[config.mk]
export PLATFORM = sky130hd
export DESIGN_NAME = ordered_queue_remove_by_key_top
export DESIGN_NICKNAME = d
export VERILOG_FILES = /design/src/sv/oqr_pkg.sv /design/src/sv/oqr_cell.sv /design/src/sv/ordered_queue_remove_by_key_top.sv
export SDC_FILE = /design/constraint.sdc
export NUM_CORES = 1
export LEC_CHECK = 0
export ABC_AREA = 1
export BUFFER_PORTS_ARGS = -buffer_cell sky130_fd_sc_hd__clkbuf_2
export CAP_MARGIN = 20
export CORE_MARGIN = 3
export CORE_UTILIZATION = 30
export CTS_CLUSTER_SIZE = 8
export DETAILED_ROUTE_END_ITERATION = 16
export GPL_TIMING_DRIVEN = 0
export SYNTH_ARGS = -nofsm -noshare
export SYNTH_HDL_FRONTEND = slang
export SYNTH_SLANG_ARGS = --single-unit
[constraint.sdc]
create_clock -name clk -period 5 [get_ports clk]
set_clock_uncertainty 0.2 [all_clocks]
set_input_delay 0.5 -clock clk [delete_from_list [all_inputs] [get_ports clk]]
set_output_delay 0.5 -clock clk [all_outputs]
set_load 0.02 [all_outputs]
[src/sv/oqr_pkg.sv]
`default_nettype none

package oqr_pkg;

    localparam int DEPTH = 16;
    localparam int TAG_W = 16;
    localparam int IDX_W = $clog2(DEPTH);
    localparam int CNT_W = $clog2(DEPTH + 1);

    typedef enum logic [2:0] {
        OP_APPEND = 3'd0,
        OP_INSERT = 3'd1,
        OP_POP    = 3'd2,
        OP_REMOVE = 3'd3,
        OP_CLEAR  = 3'd4
    } op_t;

    // broadcast from the top level to every cell
    typedef struct packed {
        logic             shift_in;
        logic             shift_out;
        logic             ordered;
        logic             match_en;
        logic [7:0]       key;
        logic [TAG_W-1:0] tag;
        logic [CNT_W-1:0] count;
    } cell_ctl_t;

    // prefix flags rippling from the front cell towards the tail
    typedef struct packed {
        logic ins_seen;
        logic rm_seen;
    } cell_link_t;

endpackage

`default_nettype wire

[src/sv/oqr_cell.sv]
`default_nettype none

module oqr_cell (
    input  wire logic                     clk,
    input  wire oqr_pkg::cell_ctl_t       ctl,
    input  wire logic [oqr_pkg::IDX_W-1:0] idx,
    input  wire logic [7:0]               prev_key,
    input  wire logic [oqr_pkg::TAG_W-1:0] prev_tag,
    input  wire logic [7:0]               next_key,
    input  wire logic [oqr_pkg::TAG_W-1:0] next_tag,
    input  wire oqr_pkg::cell_link_t      link_in,
    output oqr_pkg::cell_link_t           link_out,
    output logic [7:0]                    key,
    output logic [oqr_pkg::TAG_W-1:0]     tag
);
    import oqr_pkg::*;

    logic [7:0]       key_reg;
    logic [7:0]       key_next;
    logic [TAG_W-1:0] tag_reg;
    logic [TAG_W-1:0] tag_next;
    logic             occ;
    logic             stop;
    logic             match;

    always_comb
    begin
        occ   = CNT_W'(idx) < ctl.count;
        // insert point: first free cell, or first key not above the new one
        stop  = !occ || (ctl.ordered && (key_reg <= ctl.key));
        match = ctl.match_en && occ && (key_reg == ctl.key);
        link_out.ins_seen = link_in.ins_seen || stop;
        link_out.rm_seen  = link_in.rm_seen || match;

        key_next = key_reg;
        tag_next = tag_reg;
        if (ctl.shift_in)
        begin
            if (link_in.ins_seen)
            begin
                key_next = prev_key;
                tag_next = prev_tag;
            end
            else if (stop)
            begin
                key_next = ctl.key;
                tag_next = ctl.tag;
            end
        end
        else if (ctl.shift_out && link_out.rm_seen)
        begin
            key_next = next_key;
            tag_next = next_tag;
        end
    end

    always_ff @(posedge clk)
    begin
        key_reg <= key_next;
        tag_reg <= tag_next;
    end

    assign key = key_reg;
    assign tag = tag_reg;

endmodule

`default_nettype wire

[src/sv/ordered_queue_remove_by_key_top.sv]
// ordered queue with remove by key, kept as a row of shift cells
// s_axis carries one command word: append, ordered insert, pop front,
// remove by key or clear, with the key and tag of the entry
// m_axis returns one result word per command: ok flag, popped key and tag,
// entry count and empty flag after the command
// every cell compares its key against the command in the same cycle; the
// result is registered and shows on m_axis in the cycle after s_axis
// accepts it
// a new command is taken in every cycle while m_axis is free or being read,
// one word per cycle sustained
// when the receiver stalls, the result word holds and s_axis_tready drops
// until it is taken; the queue does not change meanwhile
// reset empties the queue (count zero) and drops any pending result; cell
// contents are not cleared and only occupied cells are ever read
`default_nettype none

module ordered_queue_remove_by_key_top (
    input  wire logic        clk,
    input  wire logic        rst_n,
    input  wire logic        s_axis_tvalid,
    output logic             s_axis_tready,
    input  wire logic [31:0] s_axis_tdata,  // op[2:0], key[10:3], tag[26:11]
    output logic             m_axis_tvalid,
    input  wire logic        m_axis_tready,
    output logic [31:0]      m_axis_tdata   // ok[0], out_key[8:1], out_tag[24:9],
                                            // count[29:25], empty_res[30]
);
    import oqr_pkg::*;

    logic [2:0]       op;
    logic [7:0]       in_key;
    logic [15:0]      in_tag;
    logic             accept;
    logic             full;
    logic             nonempty;
    logic             found;
    logic             ok;
    logic [CNT_W-1:0] count_reg;
    logic [CNT_W-1:0] count_next;
    logic             out_valid_reg;
    logic             out_valid_next;
    logic [31:0]      out_data_reg;
    logic [31:0]      out_data_next;
    logic [7:0]       pop_key;
    logic [15:0]      pop_tag;
    cell_ctl_t        ctl;

    logic [7:0]       cell_key [DEPTH];
    logic [TAG_W-1:0] cell_tag [DEPTH];
    cell_link_t       link [DEPTH+1];

    assign op     = s_axis_tdata[2:0];
    assign in_key = s_axis_tdata[10:3];
    assign in_tag = s_axis_tdata[26:11];

    assign s_axis_tready = !out_valid_reg || m_axis_tready;
    assign accept        = s_axis_tvalid && s_axis_tready;
    assign full          = count_reg == CNT_W'(DEPTH);
    assign nonempty      = count_reg != '0;
    assign found         = link[DEPTH].rm_seen;

    assign link[0].ins_seen = 1'b0;
    assign link[0].rm_seen  = op == OP_POP;

    always_comb
    begin
        ctl.key       = in_key;
        ctl.tag       = TAG_W'(in_tag);
        ctl.count     = count_reg;
        ctl.ordered   = op == OP_INSERT;
        ctl.match_en  = op == OP_REMOVE;
        ctl.shift_in  = accept && !full && (op == OP_APPEND || op == OP_INSERT);
        ctl.shift_out = accept && ((op == OP_REMOVE && found) || (op == OP_POP && nonempty));
    end

    for (genvar i = 0; i < DEPTH; i++)
    begin : g_cell
        logic [7:0]       prev_key;
        logic [TAG_W-1:0] prev_tag;
        logic [7:0]       next_key;
        logic [TAG_W-1:0] next_tag;

        if (i == 0)
        begin : g_front
            assign prev_key = in_key;
            assign prev_tag = TAG_W'(in_tag);
        end
        else
        begin : g_mid
            assign prev_key = cell_key[i-1];
            assign prev_tag = cell_tag[i-1];
        end

        if (i == DEPTH - 1)
        begin : g_tail
            assign next_key = cell_key[i];
            assign next_tag = cell_tag[i];
        end
        else
        begin : g_body
            assign next_key = cell_key[i+1];
            assign next_tag = cell_tag[i+1];
        end

        oqr_cell u_cell (
            .clk      (clk),
            .ctl      (ctl),
            .idx      (IDX_W'(i)),
            .prev_key (prev_key),
            .prev_tag (prev_tag),
            .next_key (next_key),
            .next_tag (next_tag),
            .link_in  (link[i]),
            .link_out (link[i+1]),
            .key      (cell_key[i]),
            .tag      (cell_tag[i])
        );
    end

    always_comb
    begin
        count_next = count_reg;
        ok         = 1'b0;
        pop_key    = '0;
        pop_tag    = '0;
        unique case (op)
            OP_APPEND, OP_INSERT:
            begin
                ok = !full;
                if (!full)
                begin
                    count_next = count_reg + CNT_W'(1);
                end
            end
            OP_POP:
            begin
                ok = nonempty;
                if (nonempty)
                begin
                    count_next = count_reg - CNT_W'(1);
                    pop_key    = cell_key[0];
                    pop_tag    = 16'(cell_tag[0]);
                end
            end
            OP_REMOVE:
            begin
                ok = found;
                if (found)
                begin
                    count_next = count_reg - CNT_W'(1);
                end
            end
            OP_CLEAR:
            begin
                ok         = 1'b1;
                count_next = '0;
            end
            default:
            begin
                ok = 1'b0;
            end
        endcase

        out_data_next = {1'b0, count_next == '0, 5'(count_next), pop_tag, pop_key, ok};
        out_valid_next = out_valid_reg && !m_axis_tready;
        if (accept)
        begin
            out_valid_next = 1'b1;
        end
    end

    always_ff @(posedge clk or negedge rst_n)
    begin
        if (!rst_n)
        begin
            count_reg     <= '0;
            out_valid_reg <= 1'b0;
        end
        else
        begin
            out_valid_reg <= out_valid_next;
            if (accept)
            begin
                count_reg <= count_next;
            end
        end
    end

    always_ff @(posedge clk)
    begin
        if (accept)
        begin
            out_data_reg <= out_data_next;
        end
    end

    assign m_axis_tvalid = out_valid_reg;
    assign m_axis_tdata  = out_data_reg;

endmodule

`default_nettype wire
* Word-level counts from Yosys, hierarchy flattened
Cells that the tools add are included.
Word-level totals: register bits after elaboration 421, logic and storage cells 409, output and inout port bits 34, input bits 36
Cells by class: equality and inequality tests 36, multiplexer cells 128, $add $sub $neg 2, reductions and logical operators 175, $lt $le $gt $ge 32
Operator list (number):
- 16-bit 2-to-1 mux | 61
- 8-bit 2-to-1 mux | 61
- 8-bit == test | 16
- 8-bit <= comparator | 16
- 1-bit logical AND | 70
- 1-bit logical OR | 49
- 3-bit by 1-bit != test with 1-bit output, second input constant | 14
- 4-bit by 5-bit < comparator with 1-bit output, first input constant | 8
- 2-bit AND reduction | 17
- 2-bit nonzero test | 16
- 3-bit by 5-bit < comparator with 1-bit output, first input constant | 4
- 5-bit one-hot mux with 4 select lines | 1
- 1-bit zero test | 19
- 5-bit 2-to-1 mux | 3
- 1-bit by 5-bit < comparator with 1-bit output, first input constant | 2
- 2-bit by 5-bit < comparator with 1-bit output, first input constant | 2
- 3-bit by 2-bit == test with 1-bit output, second input constant | 2
- 5-bit by 1-bit adder with 5-bit output, second input constant | 1
- 5-bit == test, second input constant | 1
- 5-bit zero test | 1
- 5-bit nonzero test | 1
- 5-bit by 1-bit subtractor with 5-bit output, second input constant | 1
- 1-bit one-hot mux with 4 select lines | 1
- 3-bit by 1-bit == test with 1-bit output, second input constant | 1
- 5 further kinds | 5

* Longest topological paths before layout
Gate-level depths: netlist of the first run.
depth after elaboration 25, gate-level depth with buffers 22, gate-level depth less buffers 20

* Cells and area by module
A second synthesis of the first run with hierarchy kept.
Unflattened totals: cells, all modules 3422, area total of the unflattened synthesis 27122.3 µm²
Modules (own cells, without submodules):
- oqr_cell (g_cell[0].u_cell ...) | area each 1576.5 µm², seq. area each 720.7 µm², instances 11, cells an instance 201
- oqr_cell (g_cell[5].u_cell ...) | area each 1585.3 µm², seq. area each 720.7 µm², instances 5, cells an instance 202
- ordered_queue_remove_by_key_top | area each 1854.3 µm², seq. area each 1081.0 µm², instances 1, cells an instance 201

* Least setup slack after synthesis of the first run
Ideal clock, no wire load.
kind input -> register, from input port s_axis_tdata[10], to register g_cell[14].u_cell.key_reg[0], enable pin, path buffers 1, path slack 0.105 ns, stages 19, arrival time 4.256 ns, data required time 4.362 ns, setup time 0.438 ns, path through inv_1 > ha_1 > nand2_1 > nor2_1 > nand2_1 > nor2_1 > nand2_1 > nand4_1 > nor2_1 > nand4_1 > nor2_1 > nand4_2 > nor2_2 > nand4_2 > nand2_1 > nand2_1 > nand2_1 > buf_4 > o21ai_0
Between the ends: longest elaborated chain between the ends 24, elaborated cells between the ends (all ways) 113, those cells by class order compare: 15; eq/ne: 17; reduce/logical: 81
Ends and longest elaborated chain:
- from (decl) | line ordered_queue_remove_by_key_top.sv:22 | input wire logic [31:0] s_axis_tdata,
- branches (longest 23 deep; another with 8-bit <= comparator)
- 2-bit AND reduction (no line) *
- to (signal assigned) | line oqr_cell.sv:59 | key_reg <= key_next;
- to (decl) | line oqr_cell.sv:18 | logic [7:0] key_reg;
Mark *: on every way between the ends. A chain may end at the register's enable or synchronous reset.

* Final worst setup path of the first run
from register count_reg[0], to register g_cell[5].u_cell.key_reg[6], enable pin
Between the ends: longest elaborated chain between the ends 25, elaborated cells between the ends (all ways) 93, those cells by class order compare: 16; eq/ne: 2; reduce/logical: 75
Ends and longest elaborated chain:
- from (decl) | line ordered_queue_remove_by_key_top.sv:38 | logic [CNT_W-1:0] count_reg;
- from (signal assigned) | line ordered_queue_remove_by_key_top.sv:184 | count_reg <= count_next;
- 1-bit by 5-bit < comparator with 1-bit output | line oqr_cell.sv:28 | occ = CNT_W'(idx) < ctl.count;
- 1-bit logical AND (2 in series) | line oqr_cell.sv:31 | match = ctl.match_en && occ && (key_reg == ctl.key);
- 1-bit logical OR (16 in series) | line oqr_cell.sv:33 | link_out.rm_seen = link_in.rm_seen || match;
- 1-bit logical AND | line ordered_queue_remove_by_key_top.sv:73 | ctl.shift_out = accept && ((op == OP_REMOVE && found) || (op == OP_POP && nonempty));
- 1-bit logical OR | line ordered_queue_remove_by_key_top.sv:73
- 1-bit logical AND | line ordered_queue_remove_by_key_top.sv:73
- 1-bit logical AND | line oqr_cell.sv:50 | else if (ctl.shift_out && link_out.rm_seen)
- 2-bit nonzero test (no line)
- 2-bit AND reduction (no line) *
- to (signal assigned) | line oqr_cell.sv:59
- to (decl) | line oqr_cell.sv:18
Mark *: on every way between the ends. The rest lies on a longest branch, timed or not.

==> reports/metrics.yaml, run 1 <==
outcome:
  status: "finished clean"
power:
  p_sw_w: 0.00266
  comb_power_share_pct: 15.6
  seq_power_share_pct: 45.3
  p_int_w: 0.00655
  swShare_pct: 28.9
  power.leakage_nw: 10.6
  powerDensity_mw_per_mm2: 338
  clockPowerShare_pct: 39.1
  peakVddDrop_mv: 0.326
yosys:
  syn-num-nets: 2642
  synth_common_cells: "nand2_1 (650), edfxtp_1 (415), nand3_1 (280), inv_1 (171), o211ai_1 (153)"
  synth_top_area_share_pct: 53.0
  synth_cells: 2474
  yosysSeqAreaShare_pct: 53.7
  synth.area.top_cells: "edfxtp_1 (53%), nand2_1 (10%), ha_1 (7.0%), nand3_1 (6.0%), o211ai_1 (4.9%)"
  synthMostInstantiatedCell: "nand2_1"
  ys_warn_count: 0
  syn_area_mm2: 0.0235
  synth-main-ff-cell: "edfxtp_1"
  ys_types: 53
  yosysTopAreaCell: "edfxtp_1"
  synth.avg_cell_area_um2: 9.50
  ys_seq_elements: 421
  synth-edff-count: 415
  ys_async_sr_fraction_pct: 1.43
floorplan:
  initial_core_util_pct: 30.6
  die_x_um: 286
  core_mm2: 0.0767
  top_level_ports: 70
  die_area_mm2: 0.0817
  die_h_um: 286
  fp-row-count: 101
setup_path:
  cp_top_family: "buffers and inverters"
  cp_max_fo: 17
  critPathLaunchType: "flop"
  cp_num_buf_inv: 9
  worstPathArrival_ns: 5.01
  critical_path.max_stage_delay_ns: 0.60
  path_class: "flop to flop"
  critPathCaptureType: "flop"
  crit_top_cell: "inv_1"
  worstPathCellList: "inv_1 -> buf_2 -> ha_1 -> nand2_1 -> nor2_1 -> inv_1 -> nand2_1 -> nor2_2 -> buf_6 -> inv_1 -> clkbuf_1 -> clkbuf_2 -> clkbuf_2 -> o22ai_2 -> buf_8"
  critical-path-slowest-cell: "o22ai_2"
  critPathRequiredTime_ns: 5.10
detailed_routing:
  ant_nets: 0
  vias_per_cell: 5.39
  drt_iter0_drc: 2002
  first_pass_iters: 6
  dr_total_vias: 19853
  wl_per_cell_um: 21.3
  wl_um: 78500
  drc: 0
timing:
  finalSetupViolations: 0
  rsz0062_at_grt: "yes"
  worst_pin_slew_ns: 1.15
  hold_viol_final: 0
  max-slew-margin-rel_pct: 23.1
  fin_crit_sh_pct: 98.3
  slew_violations: 0
  min_period_ns: 4.91
  fmax_ghz: 0.204
cts:
  clk_latency_ns: 0.64
  clock_sink_count: 421
  cts_buffers: 58
  h-tree-depth: 2
  cts_tree: "built"
  cts_buffer_depth: 3
  root_buffer: "clkbuf_16"
  clk_pin_slew_worst_paths_ns: 0.05
layout:
  fin_cells: 3680
  largest_register_ffs: 256
  nNetsFinal: 2805
  final_util_pct: 35.6
  syn_to_final_growth_pct: 16.1
  drive_gt1_share_pct: 8.11
  n_fill_cell: 7869
  n_antenna_cell: 0
placed_design:
  globalplace.congestion: 0.867
  hpwl_um: 59500
  placedCellCount: 3579
  port_buffers: 63
global_routing:
  grt_usage_pct: 18.2
  grt_pass1_wl_um: 116000
  grt_max_degree: 37
  antenna_found_initial: 0
  grt_overflow_total: 0
  grt_pass1_vias: 19272
job:
  drv_cap: 0
worst_hold_path:
  hp-class: "primary input to flop"
-- worst register-to-register path, delay by kind of cell, from the launching register on --
| family | cells | cell delay (ns) |
|---|---|---|
| AOI/OAI and AO/OA | 1 | 0.62 |
| DFF | 1 | 0.53 |
| buffers and inverters | 9 | 2.28 |
| adders and majority gates | 1 | 0.21 |
| and+or+nand+nor | 4 | 0.73 |
-- kinds of logic (layout without fill, tap and decap cells) --
family          count (synthesis)  count (layout)  synth area share (%)
compound gates                486             486                  13.5
xor+xnor                        3               3                 0.112
fa+ha+maj                     132             132                  7.03
buf+inv                       320             496                  5.29
flops                         421             421                  53.7
other cells                     1               1                0.0160
simple gates                 1111            1111                  20.4
-- per-layer routing --
metal	global-route usage, %	wire (µm)	vias up
met3	2.84	5650	120
met2	28.5	35600	780
met1	25.8	34700	9697
li1	-	-	9256
met4	6.12	2570	0
met5	0	0	-
-- worst paths after layout --
kind / from / to / slack (ns) / cells past startpoint
max: count_reg[0] / g_cell[5].u_cell.key[6] / 0.09 / 15
min: s_axis_tdata[12] / g_cell[13].u_cell.tag[1] / 0.03 / 3
max reg2reg: count_reg[0] / g_cell[5].u_cell.key[6] / 0.09 / 15
min reg2reg: g_cell[15].u_cell.tag[15] / g_cell[14].u_cell.tag[15] / 0.32 / 2
max in group asynchronous: rst_n / m_axis_tvalid / 4.40 / 2
min in group asynchronous: rst_n / count_reg[3] / 0.04 / 2
-- power by group through the flow --
| stage | logic (W) | registers (W) | clock network [W] |
|---|---|---|---|
| after floorplan | 0.000895 | 0.00422 | 0 |
| after global placement | 0.00132 | 0.00424 | 0 |
| after detailed placement | 0.00137 | 0.00423 | 0 |
| after CTS | 0.00139 | 0.00417 | 0.00366 |
| after global routing | 0.00158 | 0.00418 | 0.00380 |
| final | 0.00144 | 0.00417 | 0.00360 |
-- layout by cell type, fill, tap and decap left out, types with 8 or more instances in the layout --
master,n
nor2_1,120
nand4_1,20
clkbuf_2,66
ha_1,132
clkbuf_16,58
o21ai_2,8
nor4_1,8
o22ai_1,103
o21ai_1,22
buf_4,9
clkbuf_1,131
o211ai_1,153
edfxtp_1,415
o21ai_0,57
nand3_1,280
dlygate4sd3_1,11
o21bai_1,8
inv_1,163
buf_2,12
nand2_1,650
buf_8,9
o221ai_1,34
a21oi_1,72
o21a_1,9
-- metrics by stage --
stage	TNS [ns]	hold slack (ns)	power, W	setup slack (ns)	cell area [µm²]
floorplan	0	0.00441	0.00512	0.105	23500
global placement	-618.77	0.141	0.00557	-2.68	25100
detailed placement	-152.37	0.147	0.00561	-0.723	25400
CTS	0	0.00440	0.00922	0.000608	27100
global route	-0.541	0.0329	0.00955	-0.0409	27300
finish	0	0.0269	0.00920	0.0871	27300
-- final cells by class --
type | count | area (µm²) | area share [%]
flip-flops and latches | 421 | 12600 | 46.2
multi-input cells | 1733 | 9730 | 35.7
inverters | 174 | 679 | 2.49
plain buffers | 146 | 593 | 2.17
clock buffers | 70 | 1500 | 5.49
well taps | 1030 | 1290 | 4.73
repair buffers | 96 | 774 | 2.84
clock inverters | 3 | 68.8 | 0.252
repair inverters | 7 | 35.0 | 0.128
-- what timing repair did --
action	4_1_cts	5_1_grt
gates cloned	0	7
resized for setup	8	7
setup endpoints to repair	240	156
hold buffers	11	0
setup buffers	0	6
pin swaps	0	1
endpoints found under the hold margin	16	0
Power figures use the tool's default switching activity.
==> run 2: changes to the inputs <==
- clock period: 5 -> 6.3 ns (I/O delays scaled with it)
==> run 2 against run 1 <==
Compared with the run above: first-iteration DRC count grew 2.7%; global-route usage about the same; combinational power is 22% lower; utilization fell by 0.28 points; sequential power shrank 21%; total power fell by 21%; sequential cell count stayed put; final cell count shrank 0.60%; sequential share of layout area increased by 0.37 points; hold slack gained 0.062 ns; highest routed layer unchanged.
==> reports/metrics.yaml, run 2 (synthesized netlist as in run 1, its figures left out) <==
outcome:
  status: "finished clean"
placed_design:
  place_area_mm2: 0.0254
  port_buffers: 63
  hpwl_um: 59500
  globalplace.congestion: 0.867
setup_path:
  cp_max_fo: 17
  critPathRequiredTime_ns: 6.46
  worstPathArrival_ns: 5.74
  critPathCaptureType: "flop"
  critPathLaunchType: "flop"
  worstSetupStartpoint: "count_reg[0]"
  path_class: "flop to flop"
  r2r_start: "count_reg[0]"
detailed_routing:
  drc: 0
  vias_per_cell: 5.39
  drt_iter0_drc: 2056
  wl_um: 76900
  first_pass_iters: 5
  ant_nets: 0
  wl_per_cell_um: 21.0
  dr_total_vias: 19719
power:
  powerDensity_mw_per_mm2: 269
  power.leakage_nw: 10.5
  peakVddDrop_mv: 0.259
  total_power_w: 0.00728
floorplan:
  top_level_ports: 70
  core_mm2: 0.0767
  die_x_um: 286
  fp-row-count: 101
  die_area_mm2: 0.0817
  die_h_um: 286
  initial_core_util_pct: 30.6
timing:
  fmax_ghz: 0.179
  finalSetupViolations: 0
  worst_pin_slew_ns: 1.18
  fin_crit_sh_pct: 88.7
  max-slew-margin-rel_pct: 21.5
  min_period_ns: 5.59
  hold_viol_final: 0
  rsz0062_at_grt: "no"
  slew_violations: 0
layout:
  nNetsFinal: 2783
  mostFrequentLayoutCells: "nand2_1 (650), edfxtp_1 (415), nand3_1 (280)"
  largest_register_ffs: 256
  n_fill_cell: 7872
  ff_latch_area_mm2: 0.0126
  layout_commonest_cell: "nand2_1"
  multiInputGateArea_mm2: 0.00971
  final_cell_area_mm2: 0.0271
  drive_gt1_share_pct: 7.27
  final_util_pct: 35.3
  n_antenna_cell: 0
  syn_to_final_growth_pct: 15.2
cts:
  cts_buffers: 58
  clock_sink_count: 421
  clk_latency_ns: 0.64
  h-tree-depth: 2
  clk_pin_slew_worst_paths_ns: 0.05
  cts_tree: "built"
  root_buffer: "clkbuf_16"
  cts_resized: 0
  cts_buffer_depth: 3
job:
  drv_cap: 0
global_routing:
  grt_pass1_wl_um: 115000
  antenna_found_initial: 0
  grt_overflow_total: 0
  grt_max_degree: 37
  grt_usage_pct: 18.2
  grt_pass1_vias: 19247
worst_hold_path:
  min_from: "m_axis_tready"
  hp-class: "primary input to flop"
==> run 2: cell types whose count changed in the layout (fill, tap and decap cells not counted), moves of 3 or more <==
| cell | delta |
|---|---|
| buf_4 | -6 |
| clkbuf_1 | +3 |
| clkbuf_2 | -3 |
| clkinvlp_2 | -7 |
| clkinvlp_4 | -7 |
| dlygate4sd3_1 | -9 |
| inv_1 | +7 |
==> run 2: per-layer routing <==
metal	wire [µm]	track usage [%]	vias up	share of wire [%]
li1	-	-	9220	-
met1	34500	25.7	9627	45
met2	34500	28.5	751	45
met3	5440	2.84	121	7.1
met4	2510	6.12	0	3.3
met5	0	0	-	0
==> run 2: area by class of cell <==
class                           count  share of cell area [%]
Sequential cell                   421                    46.6
Clock inverter                      3                   0.254
Buffer                            146                    2.18
Tap cell                         1030                    4.76
Timing Repair Buffer               81                    2.36
Clock buffer                       70                    5.53
Multi-Input combinational cell   1733                    35.9
Inverter                          174                    2.41
==> run 2: final timing paths <==
check,endpoint,slack [ns],depth (start not counted)
min in group asynchronous,count_reg[3],0.17,2
worst max-delay path,g_cell[5].u_cell.tag[0],0.71,15
max in group asynchronous,m_axis_tvalid,5.57,2
worst max register to register,g_cell[5].u_cell.tag[0],0.71,15
worst min-delay path,m_axis_tvalid,0.09,4
worst min register to register,m_axis_tvalid,0.32,2
==> run 2: through the flow <==
step,hold slack (ns),TNS [ns],cells,setup WS [ns]
2_1_floorplan,0.134,0,2474,1.28
3_3_place_gp,0.271,-227.64,3567,-1.38
3_5_place_dp,0.277,0,3579,0.447
4_1_cts,0.0733,0,3654,0.901
5_1_grt,0.132,0,3658,0.419
6_report,0.0888,0,3658,0.711
==> run 2: timing repair <==
action | 4_1_cts | 5_1_grt
endpoints found under the hold margin | 7 | 0
hold buffers | 2 | 0
setup buffers | 0 | 0
==> run 2: report_power, final <==
group          switching (W)  leakage, nW  total, W  internal [W]
sequential         0.0000722         3.88   0.00331       0.00323
combinational       0.000806         5.91   0.00112      0.000313
clock                0.00122        0.756   0.00286       0.00164
total                0.00210         10.5   0.00728       0.00519
==> run 2: worst max-delay path, stage by stage (launching register included) <==
cell and delay, ns:
dfrtp_1 0.50, inv_1 0.14, buf_2 0.24, ha_1 0.17, nand2_1 0.07, nor2_1 0.24, inv_1 0.10, nand2_1 0.08
nor2_1 0.21, buf_6 0.23, inv_1 0.13, clkbuf_1 0.62, clkbuf_1 0.82, clkbuf_1 0.86, o22ai_2 0.40, buf_8 0.28
